`config.mk`:
```
export PLATFORM = sky130hd
export DESIGN_NAME = ptfb_queue
export DESIGN_NICKNAME = d
export VERILOG_FILES = /design/src/rtl/ptfb_pkg.sv /design/src/rtl/ptfb_queue.sv
export SDC_FILE = /design/constraint.sdc
export NUM_CORES = 1
export LEC_CHECK = 0
export BUFFER_PORTS_ARGS = -buffer_cell sky130_fd_sc_hd__buf_4
export CORE_UTILIZATION = 35
export CTS_CLUSTER_SIZE = 28
export DETAILED_ROUTE_END_ITERATION = 16
export GPL_ROUTABILITY_DRIVEN = 0
export PLACE_DENSITY_LB_ADDON = 0.25
export SYNTH_ARGS = -nofsm -noshare
export SYNTH_HDL_FRONTEND = slang
export SYNTH_SLANG_ARGS = --single-unit
```
`constraint.sdc`:
```
create_clock -name clk_i -period 5.3 [get_ports clk_i]
set_input_delay 1.325 -clock clk_i [delete_from_list [all_inputs] [get_ports clk_i]]
set_output_delay 1.325 -clock clk_i [all_outputs]
set_load 0.01 [all_outputs]
```
`src/rtl/ptfb_pkg.sv`:
```
// Package for the page-tiled monochrome frame store.
// Holds the item, configuration and queue types, the operation codes and the
// back-end state codes. It depends on nothing else.
package ptfb_pkg;

  // Field widths fixed by the item format.
  localparam int unsigned POS_X_W = 8;
  localparam int unsigned POS_Y_W = 7;
  localparam int unsigned PAGE_W  = POS_Y_W - 3;
  localparam int unsigned COL_W   = POS_X_W;
  // A linear store index is page * width + column, at most 15 * 256 + 255.
  localparam int unsigned LIN_W   = PAGE_W + COL_W;

  // Depth of the queue between the classifier and the executor.
  localparam int unsigned QDEPTH  = 2;
  localparam int unsigned QPTR_W  = (QDEPTH > 1) ? $clog2(QDEPTH) : 1;
  localparam int unsigned QCNT_W  = $clog2(QDEPTH + 1);

  typedef enum logic [1:0] {
    FUNC_DRAW  = 2'd0,
    FUNC_CLEAR = 2'd1,
    FUNC_BLIT  = 2'd2,
    FUNC_READ  = 2'd3
  } func_e;

  typedef enum logic [1:0] {
    REG_VISIBLE_WIDTH  = 2'd0,
    REG_VISIBLE_HEIGHT = 2'd1,
    REG_COLUMN_OFFSET  = 2'd2,
    REG_ROW_OFFSET     = 2'd3
  } cfg_reg_e;

  typedef enum logic [2:0] {
    BK_SWEEP,
    BK_IDLE,
    BK_READ,
    BK_MODIFY,
    BK_DONE
  } back_state_e;

  // Input item as it arrives on the port.
  typedef struct packed {
    logic [1:0]         func;
    logic [POS_X_W-1:0] pos_x;
    logic [POS_Y_W-1:0] pos_y;
    logic [3:0]         byte_group;
    logic [2:0]         page_sel;
    logic               pixel_on;
    logic [7:0]         pixel_byte;
  } in_item_t;

  // Result item as it leaves on the port.
  typedef struct packed {
    logic       accepted;
    logic [7:0] read_data;
    logic [2:0] disp_page;
    logic [7:0] disp_column;
  } out_item_t;

  // Configuration register contents.
  typedef struct packed {
    logic [7:0] visible_width;
    logic [6:0] visible_height;
    logic [6:0] column_offset;
    logic [5:0] row_offset;
  } cfg_t;

  // Classified operation handed from the front end to the back end.
  typedef struct packed {
    func_e            func;
    logic             ok;
    logic [LIN_W-1:0] lin;
    logic [2:0]       bit_sel;
    logic             pixel_on;
    logic [7:0]       pixel_byte;
    logic [2:0]       disp_page;
    logic [7:0]       disp_column;
  } op_t;

  // Queue status seen by both ends.
  typedef struct packed {
    logic full;
    logic empty;
  } q_status_t;

endpackage

```
`src/rtl/ptfb_queue.sv`:
```
// Short queue of classified operations between front and back end.
// Depends on ptfb_pkg for the entry type and the depth.
module ptfb_queue (
  input  logic                clk_i,
  input  logic                rst_ni,
  input  logic                push_i,
  input  ptfb_pkg::op_t       push_op_i,
  input  logic                pop_i,
  output ptfb_pkg::op_t       head_o,
  output ptfb_pkg::q_status_t stat_o
);

  ptfb_pkg::op_t                 entries [ptfb_pkg::QDEPTH];
  logic [ptfb_pkg::QPTR_W-1:0]   wr_ptr_q, wr_ptr_d;
  logic [ptfb_pkg::QPTR_W-1:0]   rd_ptr_q, rd_ptr_d;
  logic [ptfb_pkg::QCNT_W-1:0]   count_q, count_d;

  assign stat_o.full  = count_q == ptfb_pkg::QCNT_W'(ptfb_pkg::QDEPTH);
  assign stat_o.empty = count_q == '0;
  assign head_o       = entries[rd_ptr_q];

  // Pointer and fill count update; the depth is a power of two so the
  // pointers wrap on their own.
  always_comb begin
    wr_ptr_d = wr_ptr_q;
    rd_ptr_d = rd_ptr_q;
    count_d  = count_q;
    if (push_i) begin
      wr_ptr_d = wr_ptr_q + 1'b1;
    end
    if (pop_i) begin
      rd_ptr_d = rd_ptr_q + 1'b1;
    end
    if (push_i && !pop_i) begin
      count_d = count_q + 1'b1;
    end else if (!push_i && pop_i) begin
      count_d = count_q - 1'b1;
    end
  end

  always_ff @(posedge clk_i or negedge rst_ni) begin
    if (!rst_ni) begin
      wr_ptr_q <= '0;
      rd_ptr_q <= '0;
      count_q  <= '0;
    end else begin
      wr_ptr_q <= wr_ptr_d;
      rd_ptr_q <= rd_ptr_d;
      count_q  <= count_d;
    end
  end

  // Entry storage.
  always_ff @(posedge clk_i) begin
    if (push_i) begin
      entries[wr_ptr_q] <= push_op_i;
    end
  end

endmodule

```
==> impl_metrics.tcl <==
set metrics [dict create \
    overflow 0 \
    syn_inst 134 \
    min-delay-start "count_q[1]" \
    drtAntennaViolNets 0 \
    rsz0062_at_grt "no" \
    cts-hold-fix-buffers 0 \
    drc_errors 0 \
    drive_above_1_share_pct 60.1 \
    path_clk_slew_ps 70 \
    critPathSlowestCell "dfrtp_2" \
    antenna_found_initial 0 \
    io_buffers 81 \
    coreArea_um2 8220 \
    tightest_slew_ps 1040 \
    area_growth_pct 32.0 \
    grt_max_degree 40 \
    setup_viol 0 \
    yosys-top-cells-area "edfxtp_1 (77%), mux2_2 (11%), mux2_4 (5.0%)" \
    final_common_cell "buf_4" \
    die_area_um2 8870 \
    crit_type "flip-flop to output port" \
    finish.cell_count_without_fillers 333 \
    synth_cell_types 14 \
    cts_made_buffers 9 \
    clk_path_buf_depth 2 \
    dpl.hpwl_um 2990 \
    cp.required_ps 3970 \
    fin_crit_sh_pct 62.6 \
    nets 266 \
    cts_resized 0 \
    cp_cell_sequence "mux2_2 -> buf_4" \
    finalHoldViolCount 0 \
    layout_common_cells "buf_4 (82), edfxtp_1 (76), mux2_2 (28), mux2_4 (10), clkbuf_8 (9)" \
    synth-seq-area-share_pct 80.1 \
    synth_largest_area_cell "edfxtp_1" \
    via_per_inst 4.47 \
    vias 1489 \
    yosysWarnings 0 \
    first_pass_iters 4 \
    dpl.cell_count 317 \
    rows 33 \
    fmax_ghz 0.301 \
    initial_core_util_pct 36.2 \
    rr_startpoint "wr_ptr_q" \
    min_period_ps 3320 \
    cp-start-kind "flip-flop" \
    netlist.area_leader.share_pct 76.7 \
    ir_drop_mv 0.242 \
    rrSetupSlack_ps 3670 \
    clk_latency_ps 340 \
    cp_data_arrival_time_ps 1990 \
    grt_pass1_wl_um 7240 \
    ios 82 \
    ys_seq_elements 80 \
    antenna_cells 0 \
    pwr_density_cell_nw_per_um2 519 \
    post_drt_wl_per_cell_um 14.5 \
    seqPwrFrac_pct 46.3 \
    grt_pass1_vias 1498 \
    critical_path.top_delay_family "flip-flops" \
    intPower_uw 1500 \
    die_y_um 94.2 \
    htree_levels 3 \
    whs_endpoint "count_q[1]" \
    final_max_slew_viol_count 0 \
    cts_tree "built" \
    setup_tns_ps 0 \
    synth_nets 177 \
    hp-class "flip-flop to flip-flop" \
    die_x_um 94.2 \
    syn-mean-instance-area_um2 22.2 \
    p_switching_uw 539 \
    drt_iter0_drc 65 \
    swShare_pct 26.5 \
    worstPathMaxFanout 39 \
    slew_headroom_pct 30.6 \
    cp-end-kind "output port" \
    clock-root-buffer "clkbuf_8" \
    cp.buffers_inverters 1 \
    whs_ps 489 \
    power_frac_clock_pct 25.4 \
    outcome "complete, no violations" \
    grtUsageTotal_pct 11.5 \
    max_cap_violations 0 \
    r2r_end "entries[1][1]" \
    syn_area_um2 2980 \
    cts_setup_buffers 0 \
    wirelength_um 4820 \
    leakage_uw 0.00151 \
    hold_depth 1 \
    cts_sinks 80 \
    max_stage_delay_ps 1060 \
    p_comb_share_pct 28.3 \
    finClkSkew_ps 8.86 \
    reg2regPathDepth 1 \
]
-- flip-flops by register name, summed over array words and instances, names as in the netlist --
signal    cells
count_q       2
rd_ptr_q      1
entries      76
wr_ptr_q      1
-- Yosys cell counts --
cell type and number:
buf_6 1, buf_4 2, mux2_2 28, xnor2_1 1, nor2_1 2, mux2_4 10
inv_1 1, xor2_1 4, dfrtp_1 4, ha_1 1, edfxtp_1 76, and2_1 1
nor2b_1 2, buf_8 1
-- final cells by class --
| class | instances | area [um2] |
|---|---|---|
| multi-input cells | 49 | 557 |
| well taps | 105 | 131 |
| clock inverters | 6 | 108 |
| clock buffers | 10 | 128 |
| inverters | 1 | 3.75 |
| flip-flops and latches | 80 | 2380 |
| fillers | 702 | 4290 |
| repair buffers | 82 | 616 |
-- stage by stage --
stage               util (%)  worst slack, ps  cell area, um2  power [uW]
detailed placement      44.9             2310            3690        1550
global placement        44.9             2320            3690        1540
finish                  47.8             1980            3930        2040
CTS                     47.8             1940            3930        2070
global route            47.8             1860            3930        2140
floorplan                  -             1830            2980        1280
-- cell families after synthesis --
kind of cell               share of synthesized area, %
DFF                                                80.1
muxes                                              15.6
xor gates and xnor gates                           1.47
buffers and inverters                              1.51
and+or+nand+nor                                   0.883
adders and majority gates                         0.420
-- per-layer routing --
metal	up-vias	wire [um]	track usage, %
li1	697	-	-
met1	727	2120	14.1
met2	58	2260	17.5
met3	7	369	5.42
met4	0	70	4.62
met5	-	0	0
-- power by group through the flow --
stage	Combinational [uW]	Clock, uW	Sequential [uW]
2_1_floorplan	394	0	887
3_3_place_gp	585	0	958
3_5_place_dp	586	0	961
4_1_cts	589	531	947
5_1_grt	621	560	963
6_report	576	517	943
-- worst max path at each step --
stage	slack [ps]	to	depth (start not counted)	from
6_report	1980	head_o[9]	2	rd_ptr_q
5_1_grt	1860	head_o[25]	2	rd_ptr_q
4_1_cts	1940	head_o[9]	2	rd_ptr_q
3_5_place_dp	2310	head_o[9]	2	rd_ptr_q
3_3_place_gp	2320	head_o[9]	2	rd_ptr_q
2_1_floorplan	1830	entries[0][0]	1	push_i
Power figures use the tool's default switching activity.
