### src/rtl/ptfb_pkg.sv
// Package for the page-tiled monochrome frame store.
// Holds the item, configuration and queue types, the operation codes and the
// back-end state codes. It depends on nothing else.
package ptfb_pkg;

  // Field widths fixed by the item format.
  localparam int unsigned POS_X_W = 8;
  localparam int unsigned POS_Y_W = 7;
  localparam int unsigned PAGE_W  = POS_Y_W - 3;
  localparam int unsigned COL_W   = POS_X_W;
  // A linear store index is page * width + column, at most 15 * 256 + 255.
  localparam int unsigned LIN_W   = PAGE_W + COL_W;

  // Depth of the queue between the classifier and the executor.
  localparam int unsigned QDEPTH  = 2;
  localparam int unsigned QPTR_W  = (QDEPTH > 1) ? $clog2(QDEPTH) : 1;
  localparam int unsigned QCNT_W  = $clog2(QDEPTH + 1);

  typedef enum logic [1:0] {
    FUNC_DRAW  = 2'd0,
    FUNC_CLEAR = 2'd1,
    FUNC_BLIT  = 2'd2,
    FUNC_READ  = 2'd3
  } func_e;

  typedef enum logic [1:0] {
    REG_VISIBLE_WIDTH  = 2'd0,
    REG_VISIBLE_HEIGHT = 2'd1,
    REG_COLUMN_OFFSET  = 2'd2,
    REG_ROW_OFFSET     = 2'd3
  } cfg_reg_e;

  typedef enum logic [2:0] {
    BK_SWEEP,
    BK_IDLE,
    BK_READ,
    BK_MODIFY,
    BK_DONE
  } back_state_e;

  // Input item as it arrives on the port.
  typedef struct packed {
    logic [1:0]         func;
    logic [POS_X_W-1:0] pos_x;
    logic [POS_Y_W-1:0] pos_y;
    logic [3:0]         byte_group;
    logic [2:0]         page_sel;
    logic               pixel_on;
    logic [7:0]         pixel_byte;
  } in_item_t;

  // Result item as it leaves on the port.
  typedef struct packed {
    logic       accepted;
    logic [7:0] read_data;
    logic [2:0] disp_page;
    logic [7:0] disp_column;
  } out_item_t;

  // Configuration register contents.
  typedef struct packed {
    logic [7:0] visible_width;
    logic [6:0] visible_height;
    logic [6:0] column_offset;
    logic [5:0] row_offset;
  } cfg_t;

  // Classified operation handed from the front end to the back end.
  typedef struct packed {
    func_e            func;
    logic             ok;
    logic [LIN_W-1:0] lin;
    logic [2:0]       bit_sel;
    logic             pixel_on;
    logic [7:0]       pixel_byte;
    logic [2:0]       disp_page;
    logic [7:0]       disp_column;
  } op_t;

  // Queue status seen by both ends.
  typedef struct packed {
    logic full;
    logic empty;
  } q_status_t;

endpackage

### src/rtl/ptfb_front.sv
// Front end of the frame store: takes input items, checks them against the
// visible window and turns them into store operations for the queue.
// Depends on ptfb_pkg.
module ptfb_front #(
  parameter int unsigned MAX_COLUMNS = 128,
  parameter int unsigned MAX_ROWS    = 64
) (
  input  logic                 in_valid_i,
  input  ptfb_pkg::in_item_t   in_item_i,
  output logic                 in_stall_o,
  input  ptfb_pkg::cfg_t       cfg_i,
  input  ptfb_pkg::q_status_t  q_stat_i,
  input  logic                 init_busy_i,
  output logic                 push_o,
  output ptfb_pkg::op_t        op_o
);

  localparam int unsigned WCMP_W = ptfb_pkg::COL_W + 1;
  localparam int unsigned HCMP_W = ptfb_pkg::POS_Y_W + 1;
  localparam int unsigned PROD_W = ptfb_pkg::LIN_W + 1;
  localparam logic [WCMP_W-1:0] MaxCols = WCMP_W'(MAX_COLUMNS);
  localparam logic [HCMP_W-1:0] MaxRows = HCMP_W'(MAX_ROWS);

  logic [WCMP_W-1:0]          width_lim;
  logic [HCMP_W-1:0]          height_lim;
  logic [WCMP_W-1:0]          x_ext;
  logic [HCMP_W-1:0]          y_ext;
  logic                       x_in;
  logic                       y_in;
  logic                       group_in;
  logic                       page_in;
  logic [ptfb_pkg::PAGE_W-1:0] page;
  logic [ptfb_pkg::COL_W-1:0]  col;
  logic [PROD_W-1:0]          prod;
  logic [PROD_W-1:0]          lin_sum;
  ptfb_pkg::func_e            func;

  // The input waits while the queue is full or the store is being cleared
  // after reset.
  assign in_stall_o = q_stat_i.full | init_busy_i;
  assign push_o     = in_valid_i & ~in_stall_o;

  // Effective window size, limited by the store dimensions.
  always_comb begin
    width_lim  = ({1'b0, cfg_i.visible_width} > MaxCols) ? MaxCols
                                                         : {1'b0, cfg_i.visible_width};
    height_lim = ({1'b0, cfg_i.visible_height} > MaxRows) ? MaxRows
                                                          : {1'b0, cfg_i.visible_height};
  end

  // Window checks.
  assign func     = ptfb_pkg::func_e'(in_item_i.func);
  assign x_ext    = {1'b0, in_item_i.pos_x};
  assign y_ext    = {1'b0, in_item_i.pos_y};
  assign x_in     = x_ext < width_lim;
  assign y_in     = y_ext < height_lim;
  assign group_in = (WCMP_W'({in_item_i.byte_group, 3'b000}) + WCMP_W'(8)) <= width_lim;
  assign page_in  = HCMP_W'({in_item_i.page_sel, 3'b000}) < height_lim;

  // Linear store index: page * width + column.
  always_comb begin
    page = (func == ptfb_pkg::FUNC_READ) ? ptfb_pkg::PAGE_W'(in_item_i.page_sel)
                                         : in_item_i.pos_y[ptfb_pkg::POS_Y_W-1:3];
    col  = (func == ptfb_pkg::FUNC_BLIT) ? ptfb_pkg::COL_W'({in_item_i.byte_group, 3'b000})
                                         : in_item_i.pos_x;
    prod    = PROD_W'(page) * PROD_W'(width_lim);
    lin_sum = prod + PROD_W'(col);
  end

  // Build the operation record.
  always_comb begin
    op_o            = '0;
    op_o.func       = func;
    op_o.lin        = lin_sum[ptfb_pkg::LIN_W-1:0];
    op_o.bit_sel    = in_item_i.pos_y[2:0];
    op_o.pixel_on   = in_item_i.pixel_on;
    op_o.pixel_byte = in_item_i.pixel_byte;
    unique case (func)
      ptfb_pkg::FUNC_DRAW:  op_o.ok = x_in & y_in;
      ptfb_pkg::FUNC_CLEAR: op_o.ok = 1'b1;
      ptfb_pkg::FUNC_BLIT:  op_o.ok = y_in & group_in;
      ptfb_pkg::FUNC_READ: begin
        op_o.ok = x_in & page_in;
        if (x_in && page_in) begin
          op_o.disp_page   = in_item_i.page_sel + cfg_i.row_offset[5:3];
          op_o.disp_column = {1'b0, in_item_i.pos_x[6:0]} + {1'b0, cfg_i.column_offset};
        end
      end
    endcase
  end

endmodule

### config.mk
export PLATFORM = sky130hd
export DESIGN_NAME = ptfb_front
export DESIGN_NICKNAME = d
export VERILOG_FILES = /design/src/rtl/ptfb_pkg.sv /design/src/rtl/ptfb_front.sv
export SDC_FILE = /design/constraint.sdc
export NUM_CORES = 1
export LEC_CHECK = 0
export BUFFER_PORTS_ARGS = -buffer_cell sky130_fd_sc_hd__buf_2
export CORE_UTILIZATION = 46
export DETAILED_ROUTE_END_ITERATION = 8
export PLACE_DENSITY = 0.81
export SLEW_MARGIN = 20
export SYNTH_ARGS = -nofsm -noshare
export SYNTH_HDL_FRONTEND = slang
export SYNTH_SLANG_ARGS = --single-unit
### constraint.sdc
create_clock -name vclk -period 5.1
set_input_delay 0.51 -clock vclk [all_inputs]
set_output_delay 0.51 -clock vclk [all_outputs]
set_load 0.01 [all_outputs]
==> results.json, run 1 <==
{
  "arrival_ns": 4.45,
  "dieWidth_um": 74.6,
  "peakVddDrop_mv": 0.0901,
  "grt_pass1_wl_mm": 9.36,
  "wirelength_mm": 5.54,
  "rows": 26,
  "ys_seq_area_share_pct": 0,
  "final_util_pct": 59.9,
  "gp_congestion": 0.928,
  "power_density_nw_per_um2": 148,
  "ys_types": 47,
  "nFillCells": 469,
  "start_kind": "input pin",
  "clockBufferCount": 0,
  "fin_crit_ns": 4.96,
  "antenna_found_initial": 0,
  "hold_depth": 0,
  "syn_area_per_cell_um2": 7.71,
  "drc": 0,
  "place_hpwl_mm": 4.88,
  "drive_above_1_share_pct": 31.5,
  "portBuffers": 83,
  "antenna_cells": 0,
  "final_cell_mix": "buf_2, ha_1, inv_1, nor2_1, nand2_1",
  "yosysWarnings": 0,
  "syn_area_um2": 2430,
  "synth.area.top_cells": "ha_1, fa_1, inv_1",
  "syn_nets": 454,
  "nNetsFinal": 544,
  "hold_path.class": "in2out",
  "hold_start": "in_item_i[3]",
  "drt_iter0_drc": 114,
  "status": "finished, final reports clean",
  "maxSlewViolCount": 0,
  "start_util_pct": 47.5,
  "grt_pass1_vias": 2258,
  "core_area_um2": 5110,
  "dieArea_um2": 5570,
  "yosysTopAreaCell": "ha_1",
  "tightest_slew_ns": 0.423,
  "cp_data_required_time_ns": 4.59,
  "track_usage_pct": 20.9,
  "synthToLayoutAreaGrowth_pct": 26.0,
  "synth_top_area_share_pct": 27.3,
  "firstDrtPassIters": 4,
  "ctsHoldBuffers": 0,
  "whs_endpoint": "op_o[14]",
  "ios": 105,
  "wl_per_cell_um": 11.7,
  "syn_inst": 315,
  "min_period_over_period_pct": 97.3,
  "holdWs_ns": 1.02,
  "final_antenna_net_count": 0,
  "grt_overflow": 0,
  "grt_max_degree": 10,
  "slew_headroom_pct": 71.1,
  "end_kind": "primary output",
  "p_leak_uw": 0.00165,
  "fmax_ghz": 0.202,
  "seq_cell_count": 0,
  "path_class": "in2out",
  "layout_commonest_cell": "buf_2",
  "vias": 2473,
  "max_cap_viol_count": 0,
  "die_h_um": 74.6,
  "finalSetupViolations": 0,
  "critPathMaxFanout": 4,
  "seq_area_um2": 0,
  "rsz0062_at_grt": "no",
  "via_per_inst": 5.23,
  "final-hold-violation-count": 0
}
[layout make-up]
type                            count  area (µm²)  share of cell area [%]
Multi-Input combinational cell    255        2230                    72.8
Inverter                           43         165                    5.40
Tap cell                           70        87.6                    2.86
Timing Repair Buffer              105         581                    19.0
[worst max path at each step]
stage,from,endpoint,slack [ns]
floorplan,in_item_i[31],op_o[33],0.17
global placement,in_item_i[31],op_o[33],-0.15
detailed placement,in_item_i[31],op_o[33],-0.19
CTS,in_item_i[31],op_o[33],-0.01
global route,in_item_i[32],op_o[33],0.003
finish,in_item_i[31],op_o[33],0.14
[metal layers]
layer	up-vias	track usage, %	wire (µm)	part of all wire (%)
met5	-	0	0	0
met3	2	0.535	302	5.4
li1	1249	-	-	-
met4	0	0.210	1	0.018
met1	1146	28.0	2570	46
met2	76	39.5	2670	48
[power by group]
| group | internal, µW | switching, µW |
|---|---|---|
| clock | 0 | 0 |
| combinational | 220 | 234 |
| sequential | 0 | 0 |
| total | 220 | 234 |
[cell families (layout without fill, tap and decap cells)]
logic type,Yosys count,after routing,share of synthesized area (%)
compound gates,48,48,14.0
xor+xnor,13,13,4.69
fa+ha+maj,74,74,44.6
buf+inv,60,148,11.5
mux,8,8,3.35
simple gates,112,112,21.9
[cells in the mapped netlist, drive strengths merged, types with 2 or more instances]
cell / instances
a21o: 3
nor3: 8
a211oi: 2
nor2b: 3
o21ai: 10
xor2: 3
and3: 5
a21oi: 10
or2: 5
mux2i: 7
nor2: 43
xnor2: 10
nand2b: 3
clkbuf: 2
a31oi: 3
buf: 15
a211o: 2
nand4: 3
and2: 4
nand2: 24
inv: 43
or4: 2
fa: 21
nor4b: 2
o2111ai: 2
o211ai: 5
ha: 53
nand3: 7
[critical path: stages]
cell and delay (ns):
buf_2 0.12, ha_4 0.18, buf_4 0.14, inv_2 0.09, nand2_2 0.08, nor2_1 0.16, fa_1 0.44, fa_1 0.54
inv_1 0.05, fa_1 0.52, inv_1 0.04, ha_1 0.33, nand3_1 0.11, o211ai_2 0.09, or4_4 0.43, a2111o_1 0.37
o211ai_1 0.09, buf_2 0.15
[through the flow]
step	TNS, ns	cells	total power, µW	instance area [µm²]	setup slack [ns]
final	0	473	454	3060	0.139
after global routing	0	473	520	3060	0.00286
after CTS	-0.00982	472	440	3010	-0.00982
after detailed placement	-0.358	472	427	2970	-0.186
after global placement	-0.249	472	419	2970	-0.150
after floorplan	0	315	290	2430	0.169
[what timing repair did]
item	4_1_cts	5_1_grt
pin swaps	0	3
setup endpoints to repair	3	3
setup buffers	0	1
resized for setup	7	8
(Power assumes the default switching activity.)
==> run 2, diff against run 1 <==
CORE_MARGIN = 3   (was default)
CORE_UTILIZATION = 55   (was 46)
PLACE_DENSITY = 0.91   (was 0.81)
clock period = 6.4 ns   (was 5.1 ns; I/O delays follow)
==> run 2 against run 1 <==
Core utilization is 8.2 points higher. Critical path depth shrank 1. Sequential share of layout area unchanged. Largest power group unchanged. Sequential cell count unchanged.
==> results.json, run 2 (synthesis gave the netlist of run 1 again) <==
{
  "grt_overflow": 0,
  "nNetsFinal": 524,
  "cp_data_required_time_ns": 5.76,
  "drive_above_1_share_pct": 24.8,
  "max_cap_viol_count": 0,
  "nFillCells": 343,
  "drt_iter0_drc": 110,
  "seq_area_um2": 0,
  "finalSetupViolations": 0,
  "power_density_nw_per_um2": 116,
  "start_util_pct": 59.0,
  "peakVddDrop_mv": 0.0489,
  "final-hold-violation-count": 0,
  "antenna_found_initial": 0,
  "end_kind": "primary output",
  "path_class": "in2out",
  "hold_depth": 0,
  "rows": 23,
  "p_leak_uw": 0.00156,
  "slowest_delay_ns": 0.55,
  "dieWidth_um": 72.4,
  "ios": 105,
  "arrival_ns": 4.92,
  "fin_crit_ns": 5.56,
  "portBuffers": 83,
  "grt_max_degree": 14,
  "crit_chain": "buf_2 -> ha_1 -> inv_1 -> nand2_1 -> nor2_1 -> fa_1 -> fa_1 -> inv_1 -> fa_1 -> inv_1 -> ha_1 -> nand3_1 -> o211ai_2 -> or4_4 -> a2111o_1 -> o211ai_1 -> buf_2",
  "track_usage_pct": 23.3,
  "core_area_um2": 4120,
  "maxSlewViolCount": 0,
  "ctsHoldBuffers": 0,
  "clockBufferCount": 0,
  "via_per_inst": 5.71,
  "whs_endpoint": "op_o[15]",
  "slew_headroom_pct": 49.8,
  "synthToLayoutAreaGrowth_pct": 15.5,
  "power_uw": 326,
  "seq_cell_count": 0,
  "hold_start": "in_item_i[4]",
  "cpMaxStageDelayCell": "fa_1",
  "layout_commonest_cell": "buf_2",
  "vias": 2471,
  "antenna_cells": 0,
  "critPathMaxFanout": 6,
  "grt_pass1_vias": 2457,
  "fmax_ghz": 0.180,
  "final_cell_mix": "buf_2, ha_1, inv_1, nor2_1, nand2_1",
  "start_kind": "input pin",
  "fin_ws_ns": 0.839,
  "tns_ns": 0,
  "tightest_slew_ns": 0.732,
  "dieArea_um2": 5250,
  "firstDrtPassIters": 5,
  "gp_congestion": 0.889,
  "grt_pass1_wl_mm": 10.2,
  "place_hpwl_mm": 5.37,
  "rsz0062_at_grt": "no",
  "cts_resized": 0,
  "dpl_worst_slack_ns": 0.850,
  "wirelength_mm": 6.09,
  "hold_path.class": "in2out",
  "status": "finished, final reports clean",
  "wl_per_cell_um": 14.1,
  "min_period_over_period_pct": 86.9,
  "drc": 0,
  "die_h_um": 72.4,
  "post_cts_buffers": 0,
  "final_antenna_net_count": 0
}
-- run 2: report_power, final --
group	internal [µW]	leakage, µW	total (µW)	switching (µW)
clock network	0	0	0	0
registers	0	0	0	0
logic	144	0.00156	326	182
total	144	0.00156	326	182
-- run 2: per-stage QoR --
stage | util [%] | std cells | hold slack (ns) | instance area [µm²]
after floorplan | - | 315 | 1.37 | 2430
after detailed placement | 68.1 | 433 | 1.28 | 2800
after global placement | 68.1 | 433 | 1.28 | 2800
final | 68.1 | 433 | 1.28 | 2800
after global routing | 68.1 | 433 | 1.28 | 2800
after CTS | 68.1 | 433 | 1.28 | 2800
-- run 2: worst max-delay path by stage --
stage | from | end | slack, ns
after floorplan | in_item_i[31] | op_o[33] | 1.21
after global placement | in_item_i[31] | op_o[34] | 0.90
after detailed placement | in_item_i[31] | op_o[33] | 0.85
after CTS | in_item_i[31] | op_o[33] | 0.84
after global routing | in_item_i[31] | op_o[33] | 0.62
final | in_item_i[31] | op_o[33] | 0.84
-- run 2: metal layers --
layer | vias up | part of all wire, % | track usage (%)
met3 | 14 | 6.6 | 0.970
met5 | - | 0 | 0
li1 | 1208 | - | -
met1 | 1137 | 41 | 28.9
met4 | 0 | 1.4 | 4.10
met2 | 112 | 51 | 44.9
-- run 2: critical path, delay by kind of cell --
kind	cells	cell delay [ns]
adders and majority gates	5	2.16
buffers and inverters	5	0.55
AOI/OAI and AO/OA	3	0.60
and+or+nand+nor	4	0.94
-- run 2: cell type report --
type               instances  area [µm²]  area share, %
inverters                 43         161           5.76
multi-input cells        255        2150           76.7
well taps                 50        62.6           2.23
repair buffers            85         430           15.4
==> run 3, diff against run 2 <==
RECOVER_POWER = 25   (was default)
==> run 3 against run 2 <==
Sequential share of layout area did not move. Routed wire length hardly changed. Power about the same. Non-clock buffer count stayed put. Critical path type unchanged. Largest cell class unchanged. Largest power group unchanged.
==> results.json, run 3 (synthesis gave the netlist of run 1 again) <==
{
  "core_area_um2": 4120,
  "gp_congestion": 0.889,
  "internal_power_uw": 144,
  "finalSetupViolations": 0,
  "start_kind": "input pin",
  "tightest_slew_ns": 0.732,
  "crit_chain": "buf_2 -> ha_1 -> inv_1 -> nand2_1 -> nor2_1 -> fa_1 -> fa_1 -> inv_1 -> fa_1 -> inv_1 -> ha_1 -> nand3_1 -> o211ai_2 -> or4_4 -> a2111o_1 -> o211ai_1 -> buf_2",
  "antenna_cells": 0,
  "drive_above_1_share_pct": 24.5,
  "status": "finished, final reports clean",
  "final_cell_mix": "buf_2, ha_1, inv_1, nor2_1, nand2_1",
  "vias": 2471,
  "final_antenna_net_count": 0,
  "seq_area_um2": 0,
  "critPathMaxFanout": 6,
  "synthToLayoutAreaGrowth_pct": 15.4,
  "tns_ns": 0,
  "ctsHoldBuffers": 0,
  "p_leak_uw": 0.00156,
  "wirelength_mm": 6.09,
  "drc": 0,
  "dieWidth_um": 72.4,
  "max_cap_viol_count": 0,
  "path_class": "in2out",
  "min_period_over_period_pct": 86.9,
  "grt_pass1_vias": 2457,
  "layout_commonest_cell": "buf_2",
  "rsz0062_at_grt": "no",
  "rows": 23,
  "drt_iter0_drc": 110,
  "cp_data_required_time_ns": 5.76,
  "seq_cell_count": 0,
  "clockBufferCount": 0,
  "p_clk_share_pct": 0,
  "start_util_pct": 59.0,
  "track_usage_pct": 23.3,
  "peakVddDrop_mv": 0.0489,
  "portBuffers": 83,
  "dieArea_um2": 5250,
  "antenna_found_initial": 0,
  "grt_max_degree": 14,
  "die_h_um": 72.4,
  "ios": 105,
  "end_kind": "primary output",
  "switchingPower_uw": 182,
  "post_cts_buffers": 0,
  "place_hpwl_mm": 5.37,
  "grt_overflow": 0,
  "slowest_delay_ns": 0.55,
  "via_per_inst": 5.71,
  "swShare_pct": 55.7,
  "cts_resized": 0,
  "hold_path.class": "in2out",
  "wl_per_cell_um": 14.1,
  "grt_pass1_wl_mm": 10.2,
  "cpMaxStageDelayCell": "fa_1",
  "firstDrtPassIters": 5,
  "nNetsFinal": 524,
  "pwr-share-seq_pct": 0,
  "power_uw": 326,
  "fin_crit_ns": 5.56,
  "power_density_nw_per_um2": 116,
  "power_frac_comb_pct": 100.0,
  "final-hold-violation-count": 0,
  "arrival_ns": 4.92,
  "slew_headroom_pct": 49.8,
  "maxSlewViolCount": 0,
  "fmax_ghz": 0.180
}
[run 3: final cells by class]
type / instances / area, µm²
multi-input combinational: 255 / 2150
inverter: 43 / 161
tap: 50 / 62.6
timing repair buffer: 85 / 429
fill: 344 / 1310
[run 3: routing by layer]
layer / up-vias / wire [µm] / track usage, % / share of wire, %
met5: - / 0 / 0 / 0
met4: 0 / 85 / 4.10 / 1.4
met3: 14 / 401 / 0.970 / 6.6
met2: 112 / 3100 / 44.9 / 51
met1: 1137 / 2500 / 28.9 / 41
li1: 1208 / - / - / -
[run 3: power groups by stage]
stage | combinational (µW) | clock, µW | sequential (µW)
after global routing | 370 | 0 | 0
after floorplan | 231 | 0 | 0
after global placement | 309 | 0 | 0
final | 326 | 0 | 0
after CTS | 326 | 0 | 0
after detailed placement | 325 | 0 | 0
[run 3: stage by stage]
stage | area (µm²) | util, % | setup slack [ns] | hold slack (ns) | std cells
after floorplan | 2430 | - | 1.21 | 1.37 | 315
after global placement | 2800 | 68.1 | 0.902 | 1.28 | 433
after detailed placement | 2800 | 68.1 | 0.850 | 1.28 | 433
after CTS | 2800 | 68.1 | 0.837 | 1.28 | 433
after global routing | 2800 | 68.1 | 0.623 | 1.28 | 433
final | 2800 | 68.1 | 0.839 | 1.28 | 433
[run 3: worst paths after layout]
path / startpoint / to / slack, ns / cells past startpoint
setup / recovery: in_item_i[31] / op_o[33] / 0.84 / 17
hold / removal: in_item_i[4] / op_o[15] / 1.28 / 0
[run 3: worst max-delay path, delay by kind of cell]
| kind | cells | cell delay (ns) |
|---|---|---|
| AOI/OAI and AO/OA | 3 | 0.60 |
| and+or+nand+nor | 4 | 0.94 |
| buffers and inverters | 5 | 0.55 |
| adders and majority gates | 5 | 2.16 |
